`src/rtl/ghps_pkg.sv`:
```
`timescale 1ns / 1ps

package ghps_pkg;

	// cell geometry, fixed by the three-bit position fields
	localparam int unsigned CELL_SIZE = 8;
	localparam int unsigned POS_W     = 3;
	localparam logic [POS_W-1:0] CELL_LAST = POS_W'(CELL_SIZE - 1);

	// stream widths
	localparam int unsigned PIX_W     = 32;
	localparam int unsigned TICK_W    = 32;
	localparam int unsigned PHASE_W   = 5;
	localparam int unsigned IN_BITS   = PIX_W + 2 * POS_W + 2 * TICK_W + 3 + PHASE_W;
	localparam int unsigned IN_DATA_W = ((IN_BITS + 7) / 8) * 8;
	localparam int unsigned OUT_DATA_W = PIX_W;

	// field offsets in the input tdata, lowest first
	localparam int unsigned OFS_PIX   = 0;
	localparam int unsigned OFS_X     = OFS_PIX + PIX_W;
	localparam int unsigned OFS_Y     = OFS_X + POS_W;
	localparam int unsigned OFS_TICK  = OFS_Y + POS_W;
	localparam int unsigned OFS_HOVER = OFS_TICK + TICK_W;
	localparam int unsigned OFS_LIVE  = OFS_HOVER + 1;
	localparam int unsigned OFS_CLICK = OFS_LIVE + 1;
	localparam int unsigned OFS_LAST  = OFS_CLICK + 1;
	localparam int unsigned OFS_PHASE = OFS_LAST + TICK_W;

	// shading constants
	localparam int unsigned CLICK_WINDOW   = 24;
	localparam int unsigned HOVER_BOOST    = 18;
	localparam int unsigned PULSE_BIAS     = 4;
	localparam int unsigned SPARKLE_AMOUNT = 40;
	localparam int unsigned SPARKLE_KEEP   = 255 - SPARKLE_AMOUNT;
	localparam int unsigned SPARKLE_ADD    = 255 * SPARKLE_AMOUNT;
	localparam logic [PIX_W-1:0] WHITE_ARGB        = 32'hFFFF_FFFF;
	localparam logic [PIX_W-1:0] CLICK_BORDER_ARGB = 32'hFFFF_D166;

	// mix one channel 40/255 toward white: floor((ch*215 + 10200) / 255)
	// divide by 255 through (x + 1 + (x >> 8)) >> 8, exact for x up to 65534
	function automatic logic [7:0] sparkle_ch(input logic [7:0] ch);
		logic [16:0] x;
		logic [16:0] q;
		x = 17'(ch) * 17'(SPARKLE_KEEP) + 17'(SPARKLE_ADD);
		q = (x + 17'd1 + (x >> 8)) >> 8;
		return q[7:0];
	endfunction

	// add a signed offset to a channel and clamp to 0..255
	function automatic logic [7:0] bright_ch(input logic [7:0] ch, input logic signed [7:0] d);
		logic signed [9:0] s;
		s = $signed({2'b00, ch}) + 10'(d);
		if (s < 0) begin
			return 8'd0;
		end else if (s > 10'sd255) begin
			return 8'd255;
		end
		return s[7:0];
	endfunction

endpackage

```
`src/rtl/glyph_highlight_pixel_shader.sv`:
```
`timescale 1ns / 1ps

// channel      dir  width  contents
// s_axis_*     in   112    one pixel request with its render context
// m_axis_*     out  32     one shaded argb pixel per request
//
// three register stages, one request per clock sustained while m_axis_tready holds
// stage 1 works out click age, phase and masks, stage 2 the pulse and the
// sparkle mix (constant divide by 255), stage 3 clamps, borders and holds the result
// arst_n clears the valid bits only, the data registers need no reset
// each stage moves on when it is empty or the stage after it moves, so
// bubbles close up under a stall and nothing is lost or repeated

module glyph_highlight_pixel_shader (
	input  logic clk,
	input  logic arst_n,
	input  logic s_axis_tvalid,
	output logic s_axis_tready,
	// pixel_in, pos_x, pos_y, tick_now, hover_flag, live_flag, has_clicks,
	// last click tick, phase_offset, two unused bits on top
	input  logic [ghps_pkg::IN_DATA_W-1:0] s_axis_tdata,
	output logic m_axis_tvalid,
	input  logic m_axis_tready,
	// pixel_out
	output logic [ghps_pkg::OUT_DATA_W-1:0] m_axis_tdata
);

	// unpacked request fields
	logic [ghps_pkg::PIX_W-1:0]   in_pix;
	logic [ghps_pkg::POS_W-1:0]   in_x;
	logic [ghps_pkg::POS_W-1:0]   in_y;
	logic [ghps_pkg::TICK_W-1:0]  in_tick;
	logic                         in_hover;
	logic                         in_live;
	logic                         in_clicks;
	logic [ghps_pkg::TICK_W-1:0]  in_last;
	logic [ghps_pkg::PHASE_W-1:0] in_phase;

	assign in_pix    = s_axis_tdata[ghps_pkg::OFS_PIX +: ghps_pkg::PIX_W];
	assign in_x      = s_axis_tdata[ghps_pkg::OFS_X +: ghps_pkg::POS_W];
	assign in_y      = s_axis_tdata[ghps_pkg::OFS_Y +: ghps_pkg::POS_W];
	assign in_tick   = s_axis_tdata[ghps_pkg::OFS_TICK +: ghps_pkg::TICK_W];
	assign in_hover  = s_axis_tdata[ghps_pkg::OFS_HOVER];
	assign in_live   = s_axis_tdata[ghps_pkg::OFS_LIVE];
	assign in_clicks = s_axis_tdata[ghps_pkg::OFS_CLICK];
	assign in_last   = s_axis_tdata[ghps_pkg::OFS_LAST +: ghps_pkg::TICK_W];
	assign in_phase  = s_axis_tdata[ghps_pkg::OFS_PHASE +: ghps_pkg::PHASE_W];

	// stage control: valid bits and per-stage advance
	logic v_s1, v_s2, v_s3;
	logic adv_s1, adv_s2, adv_s3;

	assign adv_s3 = !v_s3 || m_axis_tready;
	assign adv_s2 = !v_s2 || adv_s3;
	assign adv_s1 = !v_s1 || adv_s2;
	assign s_axis_tready = adv_s1;

	// stage 1 logic: click age, triangle phase, sparkle diagonal, border position
	logic [ghps_pkg::TICK_W-1:0]  age_c;
	logic                         recent_c;
	logic [ghps_pkg::PHASE_W-1:0] ph_c;
	logic [ghps_pkg::POS_W-1:0]   diag_c;
	logic                         edge_c;

	always_comb begin
		age_c    = in_tick - in_last;
		recent_c = in_clicks && (age_c < ghps_pkg::TICK_W'(ghps_pkg::CLICK_WINDOW));
		ph_c     = in_tick[ghps_pkg::PHASE_W-1:0] + in_phase;
		diag_c   = in_x + in_y + in_tick[ghps_pkg::POS_W-1:0];
		edge_c   = (in_x == '0) || (in_y == '0) ||
		           (in_x == ghps_pkg::CELL_LAST) || (in_y == ghps_pkg::CELL_LAST);
	end

	logic [ghps_pkg::PIX_W-1:0] pix_s1;
	logic [3:0]                 tri_s1;
	logic [4:0]                 age_s1;
	logic                       live_s1, hover_s1, recent_s1, sparkle_s1, border_s1;

	always_ff @(posedge clk or negedge arst_n) begin
		if (!arst_n) begin
			v_s1 <= 1'b0;
		end else if (adv_s1) begin
			v_s1 <= s_axis_tvalid;
		end
	end

	always_ff @(posedge clk) begin
		if (adv_s1 && s_axis_tvalid) begin
			pix_s1     <= in_pix;
			// fold the 32-step phase into a 0..15 triangle
			tri_s1     <= ph_c[4] ? ~ph_c[3:0] : ph_c[3:0];
			age_s1     <= age_c[4:0];
			live_s1    <= in_live;
			hover_s1   <= in_hover;
			recent_s1  <= recent_c;
			sparkle_s1 <= in_live && (diag_c == '0);
			border_s1  <= (in_hover || recent_c) && edge_c;
		end
	end

	// stage 2 logic: pulse offset and sparkle mix
	logic [7:0]  pulse_c;
	logic [7:0]  live_term_c;
	logic [7:0]  click_term_c;
	logic [ghps_pkg::PIX_W-1:0] mix_c;

	always_comb begin
		live_term_c  = live_s1 ? (8'(tri_s1) - 8'(ghps_pkg::PULSE_BIAS)) : 8'd0;
		click_term_c = recent_s1 ? 8'(8'd3 * (8'(ghps_pkg::CLICK_WINDOW) - 8'(age_s1))) : 8'd0;
		// range -4..101, held as two's complement
		pulse_c = live_term_c + (hover_s1 ? 8'(ghps_pkg::HOVER_BOOST) : 8'd0) + click_term_c;
		if (sparkle_s1) begin
			mix_c = {8'hFF, ghps_pkg::sparkle_ch(pix_s1[23:16]),
			         ghps_pkg::sparkle_ch(pix_s1[15:8]), ghps_pkg::sparkle_ch(pix_s1[7:0])};
		end else begin
			mix_c = pix_s1;
		end
	end

	logic [ghps_pkg::PIX_W-1:0] orig_s2;
	logic [ghps_pkg::PIX_W-1:0] mix_s2;
	logic signed [7:0]          pulse_s2;
	logic                       recent_s2, border_s2;

	always_ff @(posedge clk or negedge arst_n) begin
		if (!arst_n) begin
			v_s2 <= 1'b0;
		end else if (adv_s2) begin
			v_s2 <= v_s1;
		end
	end

	always_ff @(posedge clk) begin
		if (adv_s2 && v_s1) begin
			orig_s2   <= pix_s1;
			mix_s2    <= mix_c;
			pulse_s2  <= $signed(pulse_c);
			recent_s2 <= recent_s1;
			border_s2 <= border_s1;
		end
	end

	// stage 3 logic: brighten with clamp, border colour, transparent bypass
	logic [ghps_pkg::PIX_W-1:0] shade_c;

	always_comb begin
		if (orig_s2[31:24] == 8'd0) begin
			shade_c = orig_s2;
		end else if (border_s2) begin
			shade_c = recent_s2 ? ghps_pkg::CLICK_BORDER_ARGB : ghps_pkg::WHITE_ARGB;
		end else begin
			shade_c = {mix_s2[31:24], ghps_pkg::bright_ch(mix_s2[23:16], pulse_s2),
			           ghps_pkg::bright_ch(mix_s2[15:8], pulse_s2),
			           ghps_pkg::bright_ch(mix_s2[7:0], pulse_s2)};
		end
	end

	logic [ghps_pkg::PIX_W-1:0] pix_s3;

	always_ff @(posedge clk or negedge arst_n) begin
		if (!arst_n) begin
			v_s3 <= 1'b0;
		end else if (adv_s3) begin
			v_s3 <= v_s2;
		end
	end

	always_ff @(posedge clk) begin
		if (adv_s3 && v_s2) begin
			pix_s3 <= shade_c;
		end
	end

	assign m_axis_tvalid = v_s3;
	assign m_axis_tdata  = pix_s3;

	// an empty first stage always takes a request
	assert property (@(posedge clk) disable iff (!arst_n) !v_s1 |-> s_axis_tready)
		else $error("input refused with stage one empty");

	// a full, stalled pipe refuses new requests
	assert property (@(posedge clk) disable iff (!arst_n)
		(v_s1 && v_s2 && v_s3 && !m_axis_tready) |-> !s_axis_tready)
		else $error("request taken into a full stalled pipe");

	// an accepted request lands in stage one
	assert property (@(posedge clk) disable iff (!arst_n)
		(s_axis_tvalid && s_axis_tready) |=> v_s1)
		else $error("accepted request lost at stage one");

	// a full stage two under output stall keeps its item
	assert property (@(posedge clk) disable iff (!arst_n)
		(v_s2 && v_s3 && !m_axis_tready) |=> (v_s2 && $stable(mix_s2)))
		else $error("stage two item dropped under stall");

endmodule
```
`config.mk`:
```
export PLATFORM = sky130hd
export DESIGN_NAME = glyph_highlight_pixel_shader
export DESIGN_NICKNAME = d
export VERILOG_FILES = /design/src/rtl/ghps_pkg.sv /design/src/rtl/glyph_highlight_pixel_shader.sv
export SDC_FILE = /design/constraint.sdc
export NUM_CORES = 1
export LEC_CHECK = 0
export ABC_AREA = 1
export BUFFER_PORTS_ARGS = -buffer_cell sky130_fd_sc_hd__buf_2
export CAP_MARGIN = 10
export CORE_MARGIN = 2
export CORE_UTILIZATION = 35
export DETAILED_ROUTE_END_ITERATION = 16
export GPL_TIMING_DRIVEN = 0
export SLEW_MARGIN = 20
export SYNTH_ARGS = -nofsm -noshare
export SYNTH_HDL_FRONTEND = slang
export SYNTH_SLANG_ARGS = --single-unit
```
`constraint.sdc`:
```
create_clock -name clk -period 4.9 [get_ports clk]
set_input_delay 0.49 -clock clk [delete_from_list [all_inputs] [get_ports clk]]
set_output_delay 0.49 -clock clk [all_outputs]
set_load 0.01 [all_outputs]
```
==> reports/results.ini <==
[outcome]
status=finished with violations
violations=setup timing

[die]
dieArea_um2=51700
die_w_um=227
core_area_um2=49100
die_y_um=227
fp-row-count=81
initial_core_util_pct=35.6
ioPinCount=150

[place]
place_inst=3146
gp_congestion=0.885
hpwl_mm=37.5
portBuffers=147

[synthesis]
syn_avg_cell_area_um2=7.49
synth.area.top_cells=edfxtp_1, ha_1, nand2_1, inv_1, fa_1
ys_seq_area_share_pct=26.6
syn_area_um2=17500
syn_inst=2332
synth_top_area_share_pct=26.1
syn-num-nets=2777
ys_async_sr_fraction_pct=1.94
synth-edff-count=152
yosys_most_used_dff=edfxtp_1
synth_warnings=0
synth_cell_types=46
ys_ff_latch=155
synth_top_area_cell=edfxtp_1

[clock_tree]
clock_sinks=155
clk_latency_ns=0.45
cts_max_path_buffers=2
ctsRootBufferMaster=clkbuf_16
htree_levels=4
clk_pin_slew_ns=0.07
numCtsBuffers=17
cts_tree=built

[worst_setup_path]
critPathCaptureType=flop
critPathBufInv=4
crit_path_max_incr_delay_ns=0.56
worstSetupPathDepth=29
crit_type=flop to flop
reg2regPathDepth=29
arrival_ns=5.34
cp.required_ns=5.07
setup.worst_path.start_class=flop
cp_common_cell=nand2_1
slowest_stage=fa_1
path_delay_family=adder cells
path_max_fanout=7

[sta]
min_period_ns=5.18
setup_viol=23
setup_slack_ns=-0.277
fin_skew_ns=0.0103
clock.fmax_ghz=0.193
worst_pin_slew_ns=0.890
period_share_pct=106
relSlewSlack_pct=40.6
rsz0062_at_grt=true
hold_viol_final=0
finalMaxSlewViolations=0

[detailed_routing]
first_iter_violations=764
routedWlPerCell_um=14.6
route.detailed.drc=0
avgViaCountPerCell=4.78
drtPass1Iterations=7
vias=15900
antenna_left=0
wl_mm=48.7

[run]
drv_cap=0

[global_routing]
grt_pass1_wl_mm=76.3
track_usage_pct=18.7
antenna_found_initial=2
grt-ovfl-total=0
grt_pass1_vias=15600
grt_start_max_net_pins=49

[final_layout]
area_growth_pct=27.9
fin_cells=3323
drive_above_1_share_pct=24.5
nets=3090

[min_path]
hold_path.class=input pin to flop
holdPathStages=1

[per-layer routing]
layer / GRT usage (%) / part of all wire [%] / wire length [µm]
met4: 6.16 / 3.1 / 1500
met5: 0 / 0.062 / 30
met2: 33.2 / 49 / 23900
met3: 2.28 / 4.5 / 2210
met1: 23.6 / 43 / 21000
[what timing repair did]
| action | CTS | global route |
|---|---|---|
| cloned | 0 | 0 |
| hold buffers | 1 | 0 |
| setup endpoints to repair | 24 | 24 |
| resized for setup | 212 | 142 |
| buffers inserted | 107 | 38 |
| pin swaps | 164 | 123 |
| hold endpoints to repair | 3 | 0 |
[flip-flops by register name (all words and copies together), names as in the netlist, 4 cells and up]
name	flops
orig_s2	32
tri_s1	4
m_axis_tdata	32
age_s1	5
pulse_s2	8
pix_s1	32
mix_s2	32
[stage by stage]
step                      worst slack (ns)  utilization, %  setup TNS (ns)  hold WS (ns)  instance area (µm²)
after global routing                -0.524            45.6           -7.39         0.197                22300
after floorplan                    0.00611               -               0         0.194                17500
after global placement              -0.802            38.9          -17.08         0.287                19100
after detailed placement            -0.796            39.0          -17.39         0.292                19100
after CTS                           -0.213            43.8           -2.02         0.185                21500
final                               -0.277            45.6           -2.48         0.207                22300
[worst reg2reg max path, delay by kind of cell, from the launching register on]
family / cells / cell delay (ns)
buffers and inverters: 4 / 0.40
AO/OA/AOI/OAI: 3 / 0.33
flip-flops: 1 / 0.43
AND/OR/NAND/NOR: 15 / 1.16
XOR/XNOR: 1 / 0.16
adder cells (fa/ha/maj): 6 / 2.37
[synthesized netlist by cell type, types with 4 or more instances]
master and number:
a21oi_1 89, a31oi_1 9, and2_1 5, and3_1 4, clkbuf_1 8, edfxtp_1 152, fa_1 83, ha_1 246
inv_1 515, nand2_1 642, nand2_2 15, nand3_1 152, nand3b_1 8, nand4_1 52, nor2_1 165, nor3_1 7
o21ai_0 51, o21bai_1 4, o22a_1 4, or2_2 10, xnor2_1 25, xor2_1 38
[layout make-up]
cell class                 instances  area, µm²
antenna                            1       2.50
buffer                            10       38.8
clock buffer                      17        425
clock inverter                    15        176
fill                            4826      26700
inverter                         521       1970
multi-input combinational       1646      12300
sequential                       155       4640
tap                              664        831
timing repair buffer             294       1940
[worst paths after layout]
kind,startpoint,end,slack [ns]
min in group asynchronous,arst_n,m_axis_tvalid,0.36
max reg2reg,pix_s1[20],mix_s2[19],-0.28
max,pix_s1[20],mix_s2[19],-0.28
max in group asynchronous,arst_n,v_s2,4.43
min reg2reg,border_s1,border_s2,0.42
min,s_axis_tdata[8],pix_s1[8],0.21
[logic make-up (layout without fill, tap and decap cells)]
logic type               Yosys count  count (layout)  share of synthesized area (%)
AO/OA/AOI/OAI                    177             177                           5.58
XOR/XNOR                          65              65                           3.35
adder cells (fa/ha/maj)          329             329                           27.1
buffers and inverters            531             857                           11.4
flip-flops                       155             155                           26.6
other                              0               1                              0
AND/OR/NAND/NOR                 1075            1075                           26.0
[cells in the final DEF, fill, tap and decap left out, drive strengths merged, types with 2 or more instances in the layout]
| cell type | count |
|---|---|
| and2 | 5 |
| nand3b | 8 |
| o21ai | 54 |
| o22a | 4 |
| a31oi | 9 |
| edfxtp | 152 |
| a21o | 3 |
| xnor2 | 26 |
| xor2 | 39 |
| nor4 | 2 |
| clkinvlp | 3 |
| nand3 | 152 |
| ha | 246 |
| fa | 83 |
| nor2 | 168 |
| o21a | 2 |
| o21bai | 4 |
| dfrtp | 3 |
| nand4 | 52 |
| and3 | 4 |
| clkinv | 10 |
| nor3b | 3 |
| nor3 | 10 |
| o211ai | 2 |
| nand2 | 657 |
| buf | 295 |
| or2 | 13 |
| clkbuf | 25 |
| inv | 523 |
| o311ai | 2 |
| a211oi | 2 |
| a21oi | 92 |
Power is left out: the tool's default activity adds up to more than one toggle a clock period on the data nets, which glitch-free logic cannot reach.
